### src/rtl/load_store_register_unit_macros.svh
// assertion macros for the load/store register unit
// expects clk and rst in the scope where a macro is used
`ifndef LOAD_STORE_REGISTER_UNIT_MACROS_SVH
`define LOAD_STORE_REGISTER_UNIT_MACROS_SVH

// same-cycle implication, disabled during reset
`define LSRU_ASSERT_IMP(lbl, ante, cons, msg) \
  lbl: assert property (@(posedge clk) disable iff (rst) (ante) |-> (cons)) else $error(msg);

// next-cycle implication, disabled during reset
`define LSRU_ASSERT_NXT(lbl, ante, cons, msg) \
  lbl: assert property (@(posedge clk) disable iff (rst) (ante) |=> (cons)) else $error(msg);

`endif

### src/rtl/lsru_pkg.sv
// shared types, codes and helper functions of the load/store register unit
// no dependencies
package lsru_pkg;

  localparam int DATA_W = 64;
  localparam int REG_W  = 4;
  localparam int CMD_W  = 3;
  localparam int OFF_W  = 16;
  localparam int SIZE_W = 2;
  localparam int MOP_W  = 2;
  localparam int NUM_IDX = 1 << REG_W;

  localparam int NUM_REGS_DEF  = 16;
  localparam int STACK_REG_DEF = 15;

  // command codes
  localparam logic [CMD_W-1:0] CMD_MOVE  = 3'd0;
  localparam logic [CMD_W-1:0] CMD_MOVI  = 3'd1;
  localparam logic [CMD_W-1:0] CMD_LOAD  = 3'd2;
  localparam logic [CMD_W-1:0] CMD_STORE = 3'd3;
  localparam logic [CMD_W-1:0] CMD_PUSH  = 3'd4;
  localparam logic [CMD_W-1:0] CMD_POP   = 3'd5;
  localparam logic [CMD_W-1:0] CMD_RESP  = 3'd6;
  localparam logic [CMD_W-1:0] CMD_NONE  = 3'd7;

  // memory request codes
  localparam logic [MOP_W-1:0] MOP_NONE  = 2'd0;
  localparam logic [MOP_W-1:0] MOP_READ  = 2'd1;
  localparam logic [MOP_W-1:0] MOP_WRITE = 2'd2;

  // access size codes
  localparam logic [SIZE_W-1:0] SZ_BYTE  = 2'd0;
  localparam logic [SIZE_W-1:0] SZ_HALF  = 2'd1;
  localparam logic [SIZE_W-1:0] SZ_WORD  = 2'd2;
  localparam logic [SIZE_W-1:0] SZ_DWORD = 2'd3;

  typedef struct packed {
    logic [CMD_W-1:0]  command;
    logic [REG_W-1:0]  dst_reg;
    logic [REG_W-1:0]  src_reg;
    logic [REG_W-1:0]  base_reg;
    logic signed [OFF_W-1:0] offset;
    logic [DATA_W-1:0] immediate;
    logic [SIZE_W-1:0] access_size;
    logic              sign_ext;
    logic [DATA_W-1:0] read_data;
    logic              read_fault;
  } item_t;

  typedef struct packed {
    logic [MOP_W-1:0]  mem_op;
    logic [DATA_W-1:0] mem_address;
    logic [SIZE_W-1:0] mem_size;
    logic [DATA_W-1:0] mem_write_data;
    logic              wb_valid;
    logic [REG_W-1:0]  wb_reg;
    logic [DATA_W-1:0] wb_value;
    logic              rejected;
  } result_t;

  // commands from the controller to the datapath
  typedef struct packed {
    logic capture;
    logic fire;
  } ctrl_cmd_t;

  // data bit mask of an access size
  function automatic logic [DATA_W-1:0] size_mask(logic [SIZE_W-1:0] sz);
    logic [DATA_W-1:0] m;
    case (sz)
      SZ_BYTE: m = 64'h0000_0000_0000_00FF;
      SZ_HALF: m = 64'h0000_0000_0000_FFFF;
      SZ_WORD: m = 64'h0000_0000_FFFF_FFFF;
      default: m = '1;
    endcase
    return m;
  endfunction

  // zero or sign extension of loaded data
  function automatic logic [DATA_W-1:0] extend_data(logic [DATA_W-1:0] d,
                                                    logic [SIZE_W-1:0] sz,
                                                    logic sgn);
    logic [DATA_W-1:0] v;
    v = d & size_mask(sz);
    case (sz)
      SZ_BYTE: if (sgn && d[7]) v[DATA_W-1:8] = '1;
      SZ_HALF: if (sgn && d[15]) v[DATA_W-1:16] = '1;
      SZ_WORD: if (sgn && d[31]) v[DATA_W-1:32] = '1;
      default: v = d;
    endcase
    return v;
  endfunction

endpackage

### src/rtl/lsru_if.sv
// valid/ready channel interfaces for items and results
// depends on lsru_pkg
interface lsru_item_if;
  logic                        valid;
  logic                        ready;
  logic [lsru_pkg::CMD_W-1:0]  command;
  logic [lsru_pkg::REG_W-1:0]  dst_reg;
  logic [lsru_pkg::REG_W-1:0]  src_reg;
  logic [lsru_pkg::REG_W-1:0]  base_reg;
  logic signed [lsru_pkg::OFF_W-1:0] offset;
  logic [lsru_pkg::DATA_W-1:0] immediate;
  logic [lsru_pkg::SIZE_W-1:0] access_size;
  logic                        sign_ext;
  logic [lsru_pkg::DATA_W-1:0] read_data;
  logic                        read_fault;

  modport source (output valid, command, dst_reg, src_reg, base_reg, offset, immediate,
                  access_size, sign_ext, read_data, read_fault, input ready);
  modport sink (input valid, command, dst_reg, src_reg, base_reg, offset, immediate,
                access_size, sign_ext, read_data, read_fault, output ready);
endinterface

interface lsru_result_if;
  logic                        valid;
  logic                        ready;
  logic [lsru_pkg::MOP_W-1:0]  mem_op;
  logic [lsru_pkg::DATA_W-1:0] mem_address;
  logic [lsru_pkg::SIZE_W-1:0] mem_size;
  logic [lsru_pkg::DATA_W-1:0] mem_write_data;
  logic                        wb_valid;
  logic [lsru_pkg::REG_W-1:0]  wb_reg;
  logic [lsru_pkg::DATA_W-1:0] wb_value;
  logic                        rejected;

  modport source (output valid, mem_op, mem_address, mem_size, mem_write_data, wb_valid,
                  wb_reg, wb_value, rejected, input ready);
  modport sink (input valid, mem_op, mem_address, mem_size, mem_write_data, wb_valid,
                wb_reg, wb_value, rejected, output ready);
endinterface

### src/rtl/load_store_register_unit.sv
// an accepted item is held while its registered register file read completes, then
// executes into the result register; no new item is taken until it has executed, and
// a stalled result holds the execute step
// reset: synchronous; clears register file valid bits, pending load and handshake
// state, so every register reads as zero with no clearing pass
module load_store_register_unit #(
  parameter int NUM_REGS  = lsru_pkg::NUM_REGS_DEF,
  parameter int STACK_REG = lsru_pkg::STACK_REG_DEF
) (
  input logic          clk,
  input logic          rst,
  lsru_item_if.sink    item,
  lsru_result_if.source result
);

  lsru_pkg::ctrl_cmd_t cmd;
  lsru_pkg::item_t     item_beat;
  lsru_pkg::result_t   result_beat;

  // pack the incoming beat
  assign item_beat.command     = item.command;
  assign item_beat.dst_reg     = item.dst_reg;
  assign item_beat.src_reg     = item.src_reg;
  assign item_beat.base_reg    = item.base_reg;
  assign item_beat.offset      = item.offset;
  assign item_beat.immediate   = item.immediate;
  assign item_beat.access_size = item.access_size;
  assign item_beat.sign_ext    = item.sign_ext;
  assign item_beat.read_data   = item.read_data;
  assign item_beat.read_fault  = item.read_fault;

  lsru_ctrl u_ctrl (
    .clk          (clk),
    .rst          (rst),
    .item_valid   (item.valid),
    .item_ready   (item.ready),
    .result_valid (result.valid),
    .result_ready (result.ready),
    .cmd          (cmd)
  );

  lsru_datapath #(
    .NUM_REGS  (NUM_REGS),
    .STACK_REG (STACK_REG)
  ) u_datapath (
    .clk    (clk),
    .rst    (rst),
    .cmd    (cmd),
    .item   (item_beat),
    .result (result_beat)
  );

  // unpack the result beat
  assign result.mem_op         = result_beat.mem_op;
  assign result.mem_address    = result_beat.mem_address;
  assign result.mem_size       = result_beat.mem_size;
  assign result.mem_write_data = result_beat.mem_write_data;
  assign result.wb_valid       = result_beat.wb_valid;
  assign result.wb_reg         = result_beat.wb_reg;
  assign result.wb_value       = result_beat.wb_value;
  assign result.rejected       = result_beat.rejected;

endmodule

### src/rtl/lsru_regfile.sv
// register file memory: two registered read ports, one write port
// valid bits make never-written entries read as zero; depends on lsru_pkg
module lsru_regfile #(
  parameter int NUM_REGS = lsru_pkg::NUM_REGS_DEF,
  parameter int IDX_W    = $clog2(NUM_REGS)
) (
  input  logic                        clk,
  input  logic                        rst,
  input  logic                        rd_en,
  input  logic [IDX_W-1:0]            rd_a_addr,
  input  logic [IDX_W-1:0]            rd_b_addr,
  output logic [lsru_pkg::DATA_W-1:0] rd_a_data,
  output logic [lsru_pkg::DATA_W-1:0] rd_b_data,
  input  logic                        wr_en,
  input  logic [IDX_W-1:0]            wr_addr,
  input  logic [lsru_pkg::DATA_W-1:0] wr_data
);

  logic [lsru_pkg::DATA_W-1:0] mem [NUM_REGS];
  logic [NUM_REGS-1:0]         vld;
  logic [lsru_pkg::DATA_W-1:0] a_q;
  logic [lsru_pkg::DATA_W-1:0] b_q;
  logic                        a_vld;
  logic                        b_vld;

  // write port
  always_ff @(posedge clk) begin
    if (wr_en) begin
      mem[wr_addr] <= wr_data;
    end
  end

  // written flags, cleared at reset
  always_ff @(posedge clk) begin
    if (rst) begin
      vld <= '0;
    end else if (wr_en) begin
      vld[wr_addr] <= 1'b1;
    end
  end

  // registered reads
  always_ff @(posedge clk) begin
    if (rd_en) begin
      a_q   <= mem[rd_a_addr];
      b_q   <= mem[rd_b_addr];
      a_vld <= vld[rd_a_addr];
      b_vld <= vld[rd_b_addr];
    end
  end

  assign rd_a_data = a_vld ? a_q : '0;
  assign rd_b_data = b_vld ? b_q : '0;

endmodule

### src/rtl/lsru_ctrl.sv
// controller: item handshake, execute sequencing and result valid
// depends on lsru_pkg and load_store_register_unit_macros.svh
`include "load_store_register_unit_macros.svh"

module lsru_ctrl (
  input  logic                clk,
  input  logic                rst,
  input  logic                item_valid,
  output logic                item_ready,
  output logic                result_valid,
  input  logic                result_ready,
  output lsru_pkg::ctrl_cmd_t cmd
);

  typedef enum logic [1:0] {
    ST_IDLE = 2'b01,
    ST_EXEC = 2'b10
  } state_t;

  state_t state;
  state_t state_next;
  logic   out_valid;
  logic   accept;
  logic   fire;

  assign item_ready = (state == ST_IDLE);
  assign accept     = item_valid && item_ready;
  // execute once the output register is free or being emptied
  assign fire       = (state == ST_EXEC) && (!out_valid || result_ready);

  assign cmd.capture = accept;
  assign cmd.fire    = fire;
  assign result_valid = out_valid;

  // next state
  always_comb begin
    state_next = state;
    unique case (state)
      ST_IDLE: if (accept) state_next = ST_EXEC;
      ST_EXEC: if (fire) state_next = ST_IDLE;
      default: state_next = ST_IDLE;
    endcase
  end

  always_ff @(posedge clk) begin
    if (rst) begin
      state <= ST_IDLE;
    end else begin
      state <= state_next;
    end
  end

  // output beat valid
  always_ff @(posedge clk) begin
    if (rst) begin
      out_valid <= 1'b0;
    end else if (fire) begin
      out_valid <= 1'b1;
    end else if (result_ready) begin
      out_valid <= 1'b0;
    end
  end

  `LSRU_ASSERT_NXT(a_accept_exec, accept, state == ST_EXEC, "accepted beat did not start execute")
  `LSRU_ASSERT_IMP(a_rose_after_exec, $rose(out_valid), $past(state) == ST_EXEC, "result without execute")
  `LSRU_ASSERT_NXT(a_stall_holds, (state == ST_EXEC) && out_valid && !result_ready, (state == ST_EXEC) && out_valid, "stalled result lost")

endmodule

### src/rtl/lsru_datapath.sv
// datapath: captured item, register file, pending load state, result register
// depends on lsru_pkg and lsru_regfile
module lsru_datapath #(
  parameter int NUM_REGS  = lsru_pkg::NUM_REGS_DEF,
  parameter int STACK_REG = lsru_pkg::STACK_REG_DEF
) (
  input  logic                clk,
  input  logic                rst,
  input  lsru_pkg::ctrl_cmd_t cmd,
  input  lsru_pkg::item_t     item,
  output lsru_pkg::result_t   result
);

  localparam int IDX_W = $clog2(NUM_REGS);
  localparam logic [IDX_W-1:0] SP_IDX = IDX_W'(STACK_REG % NUM_REGS);

  logic [IDX_W-1:0] idx_map [lsru_pkg::NUM_IDX];

  lsru_pkg::item_t   c_item;
  lsru_pkg::result_t res_q;
  lsru_pkg::result_t res;

  logic                        load_pending;
  logic [IDX_W-1:0]            pending_dest;
  logic [lsru_pkg::SIZE_W-1:0] pending_size;
  logic                        pending_signed;
  logic                        pending_is_pop;
  logic                        pend_set;
  logic                        pend_clr;

  logic [IDX_W-1:0]            rd_a_addr;
  logic [IDX_W-1:0]            rd_b_addr;
  logic [lsru_pkg::DATA_W-1:0] ra;
  logic [lsru_pkg::DATA_W-1:0] rb;
  logic                        wr_req;
  logic [IDX_W-1:0]            wr_addr;
  logic [lsru_pkg::DATA_W-1:0] wr_data;

  logic [IDX_W-1:0]            c_dst;
  logic [IDX_W-1:0]            c_src;
  logic [lsru_pkg::DATA_W-1:0] off64;
  logic [lsru_pkg::DATA_W-1:0] step;
  logic [lsru_pkg::DATA_W-1:0] eff_addr;
  logic [lsru_pkg::DATA_W-1:0] sp_up;
  logic [lsru_pkg::DATA_W-1:0] sp_dn;
  logic [lsru_pkg::DATA_W-1:0] ld_val;

  // register index folding, worked out at elaboration
  for (genvar i = 0; i < lsru_pkg::NUM_IDX; i++) begin : g_map
    assign idx_map[i] = IDX_W'(i % NUM_REGS);
  end

  // read addresses from the incoming beat
  always_comb begin
    rd_a_addr = idx_map[item.src_reg];
    if (item.command == lsru_pkg::CMD_PUSH || item.command == lsru_pkg::CMD_POP) begin
      rd_b_addr = SP_IDX;
    end else begin
      rd_b_addr = idx_map[item.base_reg];
    end
  end

  lsru_regfile #(
    .NUM_REGS (NUM_REGS),
    .IDX_W    (IDX_W)
  ) u_regfile (
    .clk       (clk),
    .rst       (rst),
    .rd_en     (cmd.capture),
    .rd_a_addr (rd_a_addr),
    .rd_b_addr (rd_b_addr),
    .rd_a_data (ra),
    .rd_b_data (rb),
    .wr_en     (cmd.fire && wr_req),
    .wr_addr   (wr_addr),
    .wr_data   (wr_data)
  );

  // captured item
  always_ff @(posedge clk) begin
    if (cmd.capture) begin
      c_item <= item;
    end
  end

  // address arithmetic
  assign c_dst    = idx_map[c_item.dst_reg];
  assign c_src    = idx_map[c_item.src_reg];
  assign off64    = {{(lsru_pkg::DATA_W - lsru_pkg::OFF_W){c_item.offset[lsru_pkg::OFF_W-1]}},
                     c_item.offset};
  assign step     = lsru_pkg::DATA_W'(1) << c_item.access_size;
  assign eff_addr = rb + off64;
  assign sp_up    = rb + step;
  assign sp_dn    = rb - step;

  // loaded value, with the pop increment when it lands in the stack register
  always_comb begin
    ld_val = lsru_pkg::extend_data(c_item.read_data, pending_size, pending_signed);
    if (pending_is_pop && pending_dest == SP_IDX) begin
      ld_val = ld_val + (lsru_pkg::DATA_W'(1) << pending_size);
    end
  end

  // execute
  always_comb begin
    res      = '0;
    wr_req   = 1'b0;
    wr_addr  = c_dst;
    wr_data  = '0;
    pend_set = 1'b0;
    pend_clr = 1'b0;
    if (c_item.command == lsru_pkg::CMD_NONE ||
        ((c_item.command == lsru_pkg::CMD_RESP) != load_pending)) begin
      res.rejected = 1'b1;
    end else begin
      case (c_item.command) inside
        lsru_pkg::CMD_RESP: begin
          pend_clr = 1'b1;
          if (!c_item.read_fault) begin
            wr_req  = 1'b1;
            wr_addr = pending_dest;
            wr_data = ld_val;
          end
        end
        lsru_pkg::CMD_MOVE, lsru_pkg::CMD_MOVI: begin
          wr_req  = 1'b1;
          wr_addr = c_dst;
          wr_data = (c_item.command == lsru_pkg::CMD_MOVI) ? c_item.immediate : ra;
        end
        lsru_pkg::CMD_LOAD: begin
          pend_set        = 1'b1;
          res.mem_op      = lsru_pkg::MOP_READ;
          res.mem_address = eff_addr;
          res.mem_size    = c_item.access_size;
        end
        lsru_pkg::CMD_POP: begin
          pend_set        = 1'b1;
          res.mem_op      = lsru_pkg::MOP_READ;
          res.mem_address = rb;
          res.mem_size    = c_item.access_size;
          wr_req          = 1'b1;
          wr_addr         = SP_IDX;
          wr_data         = sp_up;
        end
        lsru_pkg::CMD_STORE: begin
          res.mem_op         = lsru_pkg::MOP_WRITE;
          res.mem_address    = eff_addr;
          res.mem_size       = c_item.access_size;
          res.mem_write_data = ra & lsru_pkg::size_mask(c_item.access_size);
        end
        lsru_pkg::CMD_PUSH: begin
          res.mem_op      = lsru_pkg::MOP_WRITE;
          res.mem_address = sp_dn;
          res.mem_size    = c_item.access_size;
          // pushing the stack register stores its lowered value
          if (c_src == SP_IDX) begin
            res.mem_write_data = sp_dn & lsru_pkg::size_mask(c_item.access_size);
          end else begin
            res.mem_write_data = ra & lsru_pkg::size_mask(c_item.access_size);
          end
          wr_req  = 1'b1;
          wr_addr = SP_IDX;
          wr_data = sp_dn;
        end
        default: res.rejected = 1'b1;
      endcase
      if (wr_req) begin
        res.wb_valid = 1'b1;
        res.wb_reg   = lsru_pkg::REG_W'(wr_addr);
        res.wb_value = wr_data;
      end
    end
  end

  // pending load state
  always_ff @(posedge clk) begin
    if (rst) begin
      load_pending   <= 1'b0;
      pending_dest   <= '0;
      pending_size   <= '0;
      pending_signed <= 1'b0;
      pending_is_pop <= 1'b0;
    end else if (cmd.fire) begin
      if (pend_set) begin
        load_pending   <= 1'b1;
        pending_dest   <= c_dst;
        pending_size   <= c_item.access_size;
        pending_signed <= c_item.sign_ext;
        pending_is_pop <= (c_item.command == lsru_pkg::CMD_POP);
      end else if (pend_clr) begin
        load_pending <= 1'b0;
      end
    end
  end

  // result register
  always_ff @(posedge clk) begin
    if (cmd.fire) begin
      res_q <= res;
    end
  end

  assign result = res_q;

endmodule
### src/flat_wrapper.sv
// flat-port wrapper written by rule: the top's interface ports become plain ports
module load_store_register_unit_flat 
#(
  parameter int NUM_REGS  = lsru_pkg::NUM_REGS_DEF,
  parameter int STACK_REG = lsru_pkg::STACK_REG_DEF
)
  (clk, rst, item_valid, item_command, item_dst_reg, item_src_reg, item_base_reg, item_offset, item_immediate, item_access_size, item_sign_ext, item_read_data, item_read_fault, item_ready, result_valid, result_mem_op, result_mem_address, result_mem_size, result_mem_write_data, result_wb_valid, result_wb_reg, result_wb_value, result_rejected, result_ready);
  lsru_item_if item_i ();
  lsru_result_if result_i ();
  input logic clk;
  input logic rst;
  input wire logic [$bits(item_i.valid)-1:0] item_valid;
  input wire logic [$bits(item_i.command)-1:0] item_command;
  input wire logic [$bits(item_i.dst_reg)-1:0] item_dst_reg;
  input wire logic [$bits(item_i.src_reg)-1:0] item_src_reg;
  input wire logic [$bits(item_i.base_reg)-1:0] item_base_reg;
  input wire logic [$bits(item_i.offset)-1:0] item_offset;
  input wire logic [$bits(item_i.immediate)-1:0] item_immediate;
  input wire logic [$bits(item_i.access_size)-1:0] item_access_size;
  input wire logic [$bits(item_i.sign_ext)-1:0] item_sign_ext;
  input wire logic [$bits(item_i.read_data)-1:0] item_read_data;
  input wire logic [$bits(item_i.read_fault)-1:0] item_read_fault;
  output wire logic [$bits(item_i.ready)-1:0] item_ready;
  output wire logic [$bits(result_i.valid)-1:0] result_valid;
  output wire logic [$bits(result_i.mem_op)-1:0] result_mem_op;
  output wire logic [$bits(result_i.mem_address)-1:0] result_mem_address;
  output wire logic [$bits(result_i.mem_size)-1:0] result_mem_size;
  output wire logic [$bits(result_i.mem_write_data)-1:0] result_mem_write_data;
  output wire logic [$bits(result_i.wb_valid)-1:0] result_wb_valid;
  output wire logic [$bits(result_i.wb_reg)-1:0] result_wb_reg;
  output wire logic [$bits(result_i.wb_value)-1:0] result_wb_value;
  output wire logic [$bits(result_i.rejected)-1:0] result_rejected;
  input wire logic [$bits(result_i.ready)-1:0] result_ready;
  assign item_i.valid = item_valid;
  assign item_i.command = item_command;
  assign item_i.dst_reg = item_dst_reg;
  assign item_i.src_reg = item_src_reg;
  assign item_i.base_reg = item_base_reg;
  assign item_i.offset = item_offset;
  assign item_i.immediate = item_immediate;
  assign item_i.access_size = item_access_size;
  assign item_i.sign_ext = item_sign_ext;
  assign item_i.read_data = item_read_data;
  assign item_i.read_fault = item_read_fault;
  assign item_ready = item_i.ready;
  assign result_valid = result_i.valid;
  assign result_mem_op = result_i.mem_op;
  assign result_mem_address = result_i.mem_address;
  assign result_mem_size = result_i.mem_size;
  assign result_mem_write_data = result_i.mem_write_data;
  assign result_wb_valid = result_i.wb_valid;
  assign result_wb_reg = result_i.wb_reg;
  assign result_wb_value = result_i.wb_value;
  assign result_rejected = result_i.rejected;
  assign result_i.ready = result_ready;
  load_store_register_unit #(.NUM_REGS(NUM_REGS), .STACK_REG(STACK_REG)) u_core (.clk(clk), .rst(rst), .item(item_i), .result(result_i));
endmodule
### config.mk
export PLATFORM = sky130hd
export DESIGN_NAME = load_store_register_unit_flat
export DESIGN_NICKNAME = d
export VERILOG_FILES = /design/src/rtl/lsru_pkg.sv /design/src/rtl/lsru_if.sv /design/src/rtl/load_store_register_unit.sv /design/src/rtl/lsru_regfile.sv /design/src/rtl/lsru_ctrl.sv /design/src/rtl/lsru_datapath.sv /design/src/flat_wrapper.sv
export VERILOG_INCLUDE_DIRS = /design/src /design/src/rtl
export SDC_FILE = /design/constraint.sdc
export NUM_CORES = 2
export LEC_CHECK = 0
export BUFFER_PORTS_ARGS = -buffer_cell sky130_fd_sc_hd__buf_2
export CAP_MARGIN = 20
export CELL_PAD_IN_SITES_DETAIL_PLACEMENT = 0
export CELL_PAD_IN_SITES_GLOBAL_PLACEMENT = 1
export CORE_MARGIN = 4
export CORE_UTILIZATION = 36
export DETAILED_ROUTE_END_ITERATION = 6
export PLACE_DENSITY = 0.7
export SLEW_MARGIN = 20
export SYNTH_ARGS = -nofsm -noshare
export SYNTH_HDL_FRONTEND = slang
export SYNTH_SLANG_ARGS = --single-unit
### constraint.sdc
create_clock -name clk -period 21.5 [get_ports clk]
set_clock_uncertainty 0.15 [all_clocks]
set_input_delay 2.15 -clock clk [delete_from_list [all_inputs] [get_ports clk]]
set_output_delay 2.15 -clock clk [all_outputs]
set_load 0.1 [all_outputs]
# == Yosys cells after proc, flatten, opt, wreduce, memory -nomap -nowiden ==
# Memories as Yosys holds them, arrays and structs flattened. A register that Yosys moved wholly into a read port is not among the register bits.
# Index checks and enable logic that the tools add are counted.
# classes
addsub,4
mux,105
n_bitwise,10
eq_ne,20
magnitude_cmp,8
shift,2
reduce_logical,26
# op_table
operator,count
$mux 64,37
$pmux 64 s3,2
$and 64x64->64,4
$add 64x64->64,3
$mux 68,2
$mux 67,2
$shl 1x2->64 const A,2
$pmux 32 s3,1
$mux 69,1
$mux 4,17
$sub 64x64->64,1
$mux 56,1
$mux 48,1
$pmux 16 s3,1
$mux 32,1
$mux 1,31
$ge 5x5->1 const B,4
$not 4->5,4
$eq 3x3->1 const B,6
$or 16x16->16,1
$pmux 8 s2,1
$lt 4x5->1 const B,3
$bmux 1 s4,2
$eq 4x4->1 const B,2
24 further kinds,45
# totals
in_bits,167
romBits,256
memories,5
word_cells,208
ram_bits,1024
reg_bits,391
out_inout_bits,204
# memory_table
memory,depth,word_bits,rd,rd_ports_with_merged_regs,wr,line,rtl
u_core.u_datapath.u_regfile.mem,16,64,2,2,1,lsru_regfile.sv:19,logic [lsru_pkg::DATA_W-1:0] mem [NUM_REGS];
(no name shown),16,4,1,0,0,lsru_datapath.sv:88,assign c_src = idx_map[c_item.src_reg];
(no name shown),16,4,1,0,0,lsru_datapath.sv:87,assign c_dst = idx_map[c_item.dst_reg];
(no name shown),16,4,1,0,0,lsru_datapath.sv:59,rd_b_addr = idx_map[item.base_reg];
(no name shown),16,4,1,0,0,lsru_datapath.sv:55,rd_a_addr = idx_map[item.src_reg];

# == Longest topological paths before layout ==
# depth
ltp_word,17
ltp_mapped,22
mapped_depth_nobuf,13

# == By module ==
# A second synthesis with hierarchy kept.
# unflattened
cells_unflattened,5169
area_unflattened_um2,76510.9
# modules_own_cells
mod,cells_per_inst,seq_area_each_um2,area_each_um2,instances
lsru_regfile,2468,34973.5,51180.3,1
lsru_datapath,2687,11020.6,25186.7,1
lsru_ctrl,14,60.1,143.9,1

# == Worst setup path before layout ==
# Ideal clock, no wire load.
# synth_timing
path_type,input-to-reg
start,in item_valid
end,"reg u_core.u_datapath.c_item[0] in the netlist's numbering, enable pin"
t_arrival_ps,8687
cell_stages,1
n_path_buf,0
required_ps,20667
setup_time_ps,683
setup_slack_ps,11980
cell_sequence,and2_1
# synth_via
elab_chain_cells,1
# synth_lines
element,line,rtl
"start, declared",flat_wrapper.sv:12,input wire logic [$bits(item_i.valid)-1:0] item_valid;
$logic_and 1x1->1,lsru_ctrl.sv:27,assign accept = item_valid && item_ready;
"end signal, assigned",lsru_datapath.sv:82,c_item <= item;
"end, declared",lsru_datapath.sv:19,lsru_pkg::item_t c_item;
# Every way passes these cells.
# A chain may end at the register's enable or synchronous reset.

# == Final worst setup path ==
# layout_timing
start,reg u_core.u_datapath.u_regfile.b_vld
end,mem u_core.u_datapath.u_regfile.mem[12][55] in the netlist's numbering (data pin)
# layout_via
elab_chain_cells,9
elab_cells_between_ends,10
# layout_lines
element,line,rtl
"start, declared",lsru_regfile.sv:24,logic b_vld;
"start signal, assigned",lsru_regfile.sv:48,b_vld <= vld[rd_b_addr];
$mux 64 (*),lsru_regfile.sv:53,assign rd_b_data = b_vld ? b_q : '0;
$sub 64x64->64,lsru_datapath.sv:94,assign sp_dn = rb - step;
$mux 64 (2 in series),lsru_datapath.sv:116,case (c_item.command) inside
$mux 64 (*) (4 in series),lsru_datapath.sv:116,
$mux 64 (*),lsru_datapath.sv:112,if (c_item.command == lsru_pkg::CMD_NONE ||
named net u_core.u_datapath.u_regfile.wr_data (one bit),lsru_regfile.sv:16,input logic [lsru_pkg::DATA_W-1:0] wr_data
"end, declared",lsru_regfile.sv:19,
# The timed path passes the listed nets; every way through them passes the cells marked *.

==> impl_metrics.ini <==
[clock_tree]
ctsHoldBuffers = 0
ctsResizeCount = 0
clk_root_buffer_cell = clkbuf_16
insertion_delay_ns = 0.82
post-cts-setup-buffers = 0
h-tree-depth = 4
clkTransAtPathRegs_ns = 0.06
cts_buffer_depth = 3
cts_tree = built
cts.sinks = 1543
cts_buffers = 154

[sta]
slew_headroom = 0.194
final_hold_viol_count = 0
rsz0062_at_grt = false
worst_slew_pin_slew_ns = 1.21
fin_ws_ns = 15.13
fmax_ghz = 0.157
period_share = 0.296
setup_viol = 0
period_needed_ns = 6.37
fin_tns_setup_ns = 0
finalMaxSlewViolations = 0

[global_routing]
grt_max_degree = 148
antenna_found_initial = 31
grt_usage = 0.261
grt_pass1_wl_mm = 421
grt_pass1_vias = 56141
grt_overflow = 0

[pwr]
netSwitchingFraction = 0.267
p_switching_uw = 1900
power.share.clock = 0.382
peakVddDrop_mv = 0.0890
leakagePower_uw = 0.0287
seq_power_share = 0.487
power.share.combinational = 0.131
p_int_uw = 5230
total_power_uw = 7130
powerDensity_nw_per_um2 = 81.6

[floorplan]
die_area_sq_um = 222000
initial_utilization = 0.363
ios = 371
coreArea_sq_um = 213000
die_w_microns = 471
die_h_microns = 471
rows = 169

[logic_synthesis]
synth_flop_cell = edfxtp_1
yosysTopAreaCell = edfxtp_1
yosysSeqAreaShare = 0.597
yosys_warnings = 0
synth-seq-cells = 1543
netlist_area_sq_um = 77100
async_reset_ff_frac = 0
synth_area_leaders = edfxtp_1 59%, mux4_2 9.5%, nand2_1 4.3%
syn_avg_cell_area_sq_um = 12.6
synthesis.nets = 6357
synth_edf_count = 1515
synth_top_area_share = 0.590
synth_cell_types = 86
netlist_instances = 6124

[critical_path]
required_ns = 21.78
arrival_ns = 6.65
worstRegToRegCells = 13
timing.rr.start = u_core.u_datapath.u_regfile.b_vld
startpoint_type = flip-flop
r2r_setup_slack_ns = 15.13
crit_start = u_core.u_datapath.u_regfile.b_vld
r2r-end = u_core.u_datapath.u_regfile.mem[12][55]
cp-end-kind = flip-flop
cp_max_fo = 62
worstSetupPathType = flip-flop to flip-flop

[drt]
antenna_left = 0
drt_iter0_drc = 8386
wl_per_cell_microns = 32.3
drc = 3
dr.pass1.iters = 7
vias = 58805
via_per_inst = 6.32
totalWireLength_mm = 301

[placement]
io_buffers = 370
dp_hpwl_mm = 201
place_inst = 9017
gp_congestion = 0.986
placed_area_sq_um = 82300
dpl_worst_slack_ns = 14.81

[cells_and_area]
final_cells = 9298
nets = 6587
layout_common_cells = 1515 x edfxtp_1, 875 x nand2_1, 367 x nor2_1, 367 x buf_2, 362 x a21oi_1
syn_to_final_growth_pct = 13.4
final_common_cell = edfxtp_1
drive_gt1_frac = 0.181
design_area_sq_um = 87400

[min_path]
hold_class = flip-flop to flip-flop
min_from = u_core.u_datapath.u_regfile.vld[10]
holdPathEnd = u_core.u_datapath.u_regfile.vld[10]
hold_depth = 2

[run_status]
status = complete, but fails checks
violations = DRC

[run]
maxCapViolations = 0
## synthesized netlist by cell type, drive strengths merged (9+ instances only)
library cell	instances
o22ai	316
clkbuf	409
a211oi	80
a21oi	369
dfxtp	28
nor4	27
a32oi	33
o21a	26
or3	26
and3	40
o21bai	13
a311oi	131
a31oi	177
nand4	57
a22oi	39
a221oi	9
nand3	91
or2	20
buf	57
xnor2	187
o31ai	30
a21o	28
mux4	326
o41ai	24
xor2	65
nor3	62
nor2	388
edfxtp	1515
nor2b	23
a222oi	12
inv	73
mux2i	21
ha	62
nand2	875
a2bb2oi	31
o21ai	200
nand2b	30
and2	49
o211ai	20
or4	15
## power by group through the flow
stage | combinational [uW] | sequential (uW) | clock [uW]
5_1_grt | 986 | 3470 | 2890
2_1_floorplan | 565 | 3520 | 0
6_report | 934 | 3470 | 2720
3_5_place_dp | 912 | 3530 | 0
4_1_cts | 915 | 3470 | 2760
3_3_place_gp | 905 | 3530 | 0
## worst max-delay path, cell delays in order (launching register included)
cell      delay, ns
edfxtp_1       0.38
buf_4          0.57
nand2_1        0.34
inv_1          0.24
ha_1           0.27
nor2b_1        0.13
o21a_1         0.19
o21a_1         0.32
or4_1          0.75
nor4_1         0.92
nor2_1         0.12
xnor2_1        0.19
a21oi_1        0.85
nor2_1         0.47
## final cells by class
cell class,count,area (sq um)
Timing Repair Buffer,540,3190
Clock inverter,85,938
Multi-Input combinational cell,4038,29300
Clock buffer,190,4110
Fill cell,19648,125000
Tap cell,2821,3530
Sequential cell,1543,46100
Antenna cell,4,10.0
Inverter,77,299
## how the worst max path moves through the flow
stage                                               to
2_1_floorplan              u_core.u_datapath.c_item[0]
3_3_place_gp       u_core.u_datapath.u_regfile.b_q[30]
3_5_place_dp       u_core.u_datapath.u_regfile.b_q[60]
4_1_cts        u_core.u_datapath.u_regfile.mem[13][60]
5_1_grt        u_core.u_datapath.u_regfile.mem[12][55]
6_report       u_core.u_datapath.u_regfile.mem[12][55]
## per-layer routing
| layer | global-route usage | share of wire | up-vias | wire [microns] |
|---|---|---|---|---|
| li1 | - | - | 24556 | - |
| met1 | 0.350 | 0.38 | 29674 | 115000 |
| met2 | 0.409 | 0.46 | 3911 | 137000 |
| met3 | 0.0545 | 0.11 | 652 | 32300 |
| met4 | 0.119 | 0.052 | 12 | 15600 |
| met5 | 0 | 0.00026 | - | 79 |
## through the flow
stage | util | hold slack, ns
6_report | 0.411 | 0.351
3_3_place_gp | 0.387 | 0.323
5_1_grt | 0.411 | 0.387
4_1_cts | 0.411 | 0.349
3_5_place_dp | 0.387 | 0.334
2_1_floorplan | - | 0.303
## registers in the layout (all words and copies together) (netlist names)
signal                             count
u_core.u_datapath.u_regfile.mem     1024
u_core.u_datapath.result             202
u_core.u_datapath.c_item             159
u_core.u_datapath.u_regfile.a_q       64
u_core.u_datapath.u_regfile.b_q       64
u_core.u_datapath.u_regfile.vld       16
u_core.u_datapath.pending_dest         4
u_core.u_ctrl.state                    2
u_core.u_datapath.pending_size         2
u_core.u_ctrl.result_valid             1
u_core.u_datapath.load_pending         1
u_core.u_datapath.pending_is_pop       1
u_core.u_datapath.pending_signed       1
u_core.u_datapath.u_regfile.a_vld      1
u_core.u_datapath.u_regfile.b_vld      1
## logic make-up (layout without fill, tap and decap cells)
kind of cell | Yosys count | count (layout) | synth area share
simple gates | 1743 | 1743 | 0.0999
compound gates | 1626 | 1626 | 0.138
flops | 1543 | 1543 | 0.597
buf+inv | 543 | 892 | 0.0266
mux | 351 | 351 | 0.0986
xor+xnor | 252 | 252 | 0.0287
fa+ha+maj | 66 | 66 | 0.0111
other cells | 0 | 4 | 0
(Power assumes the default switching activity.)
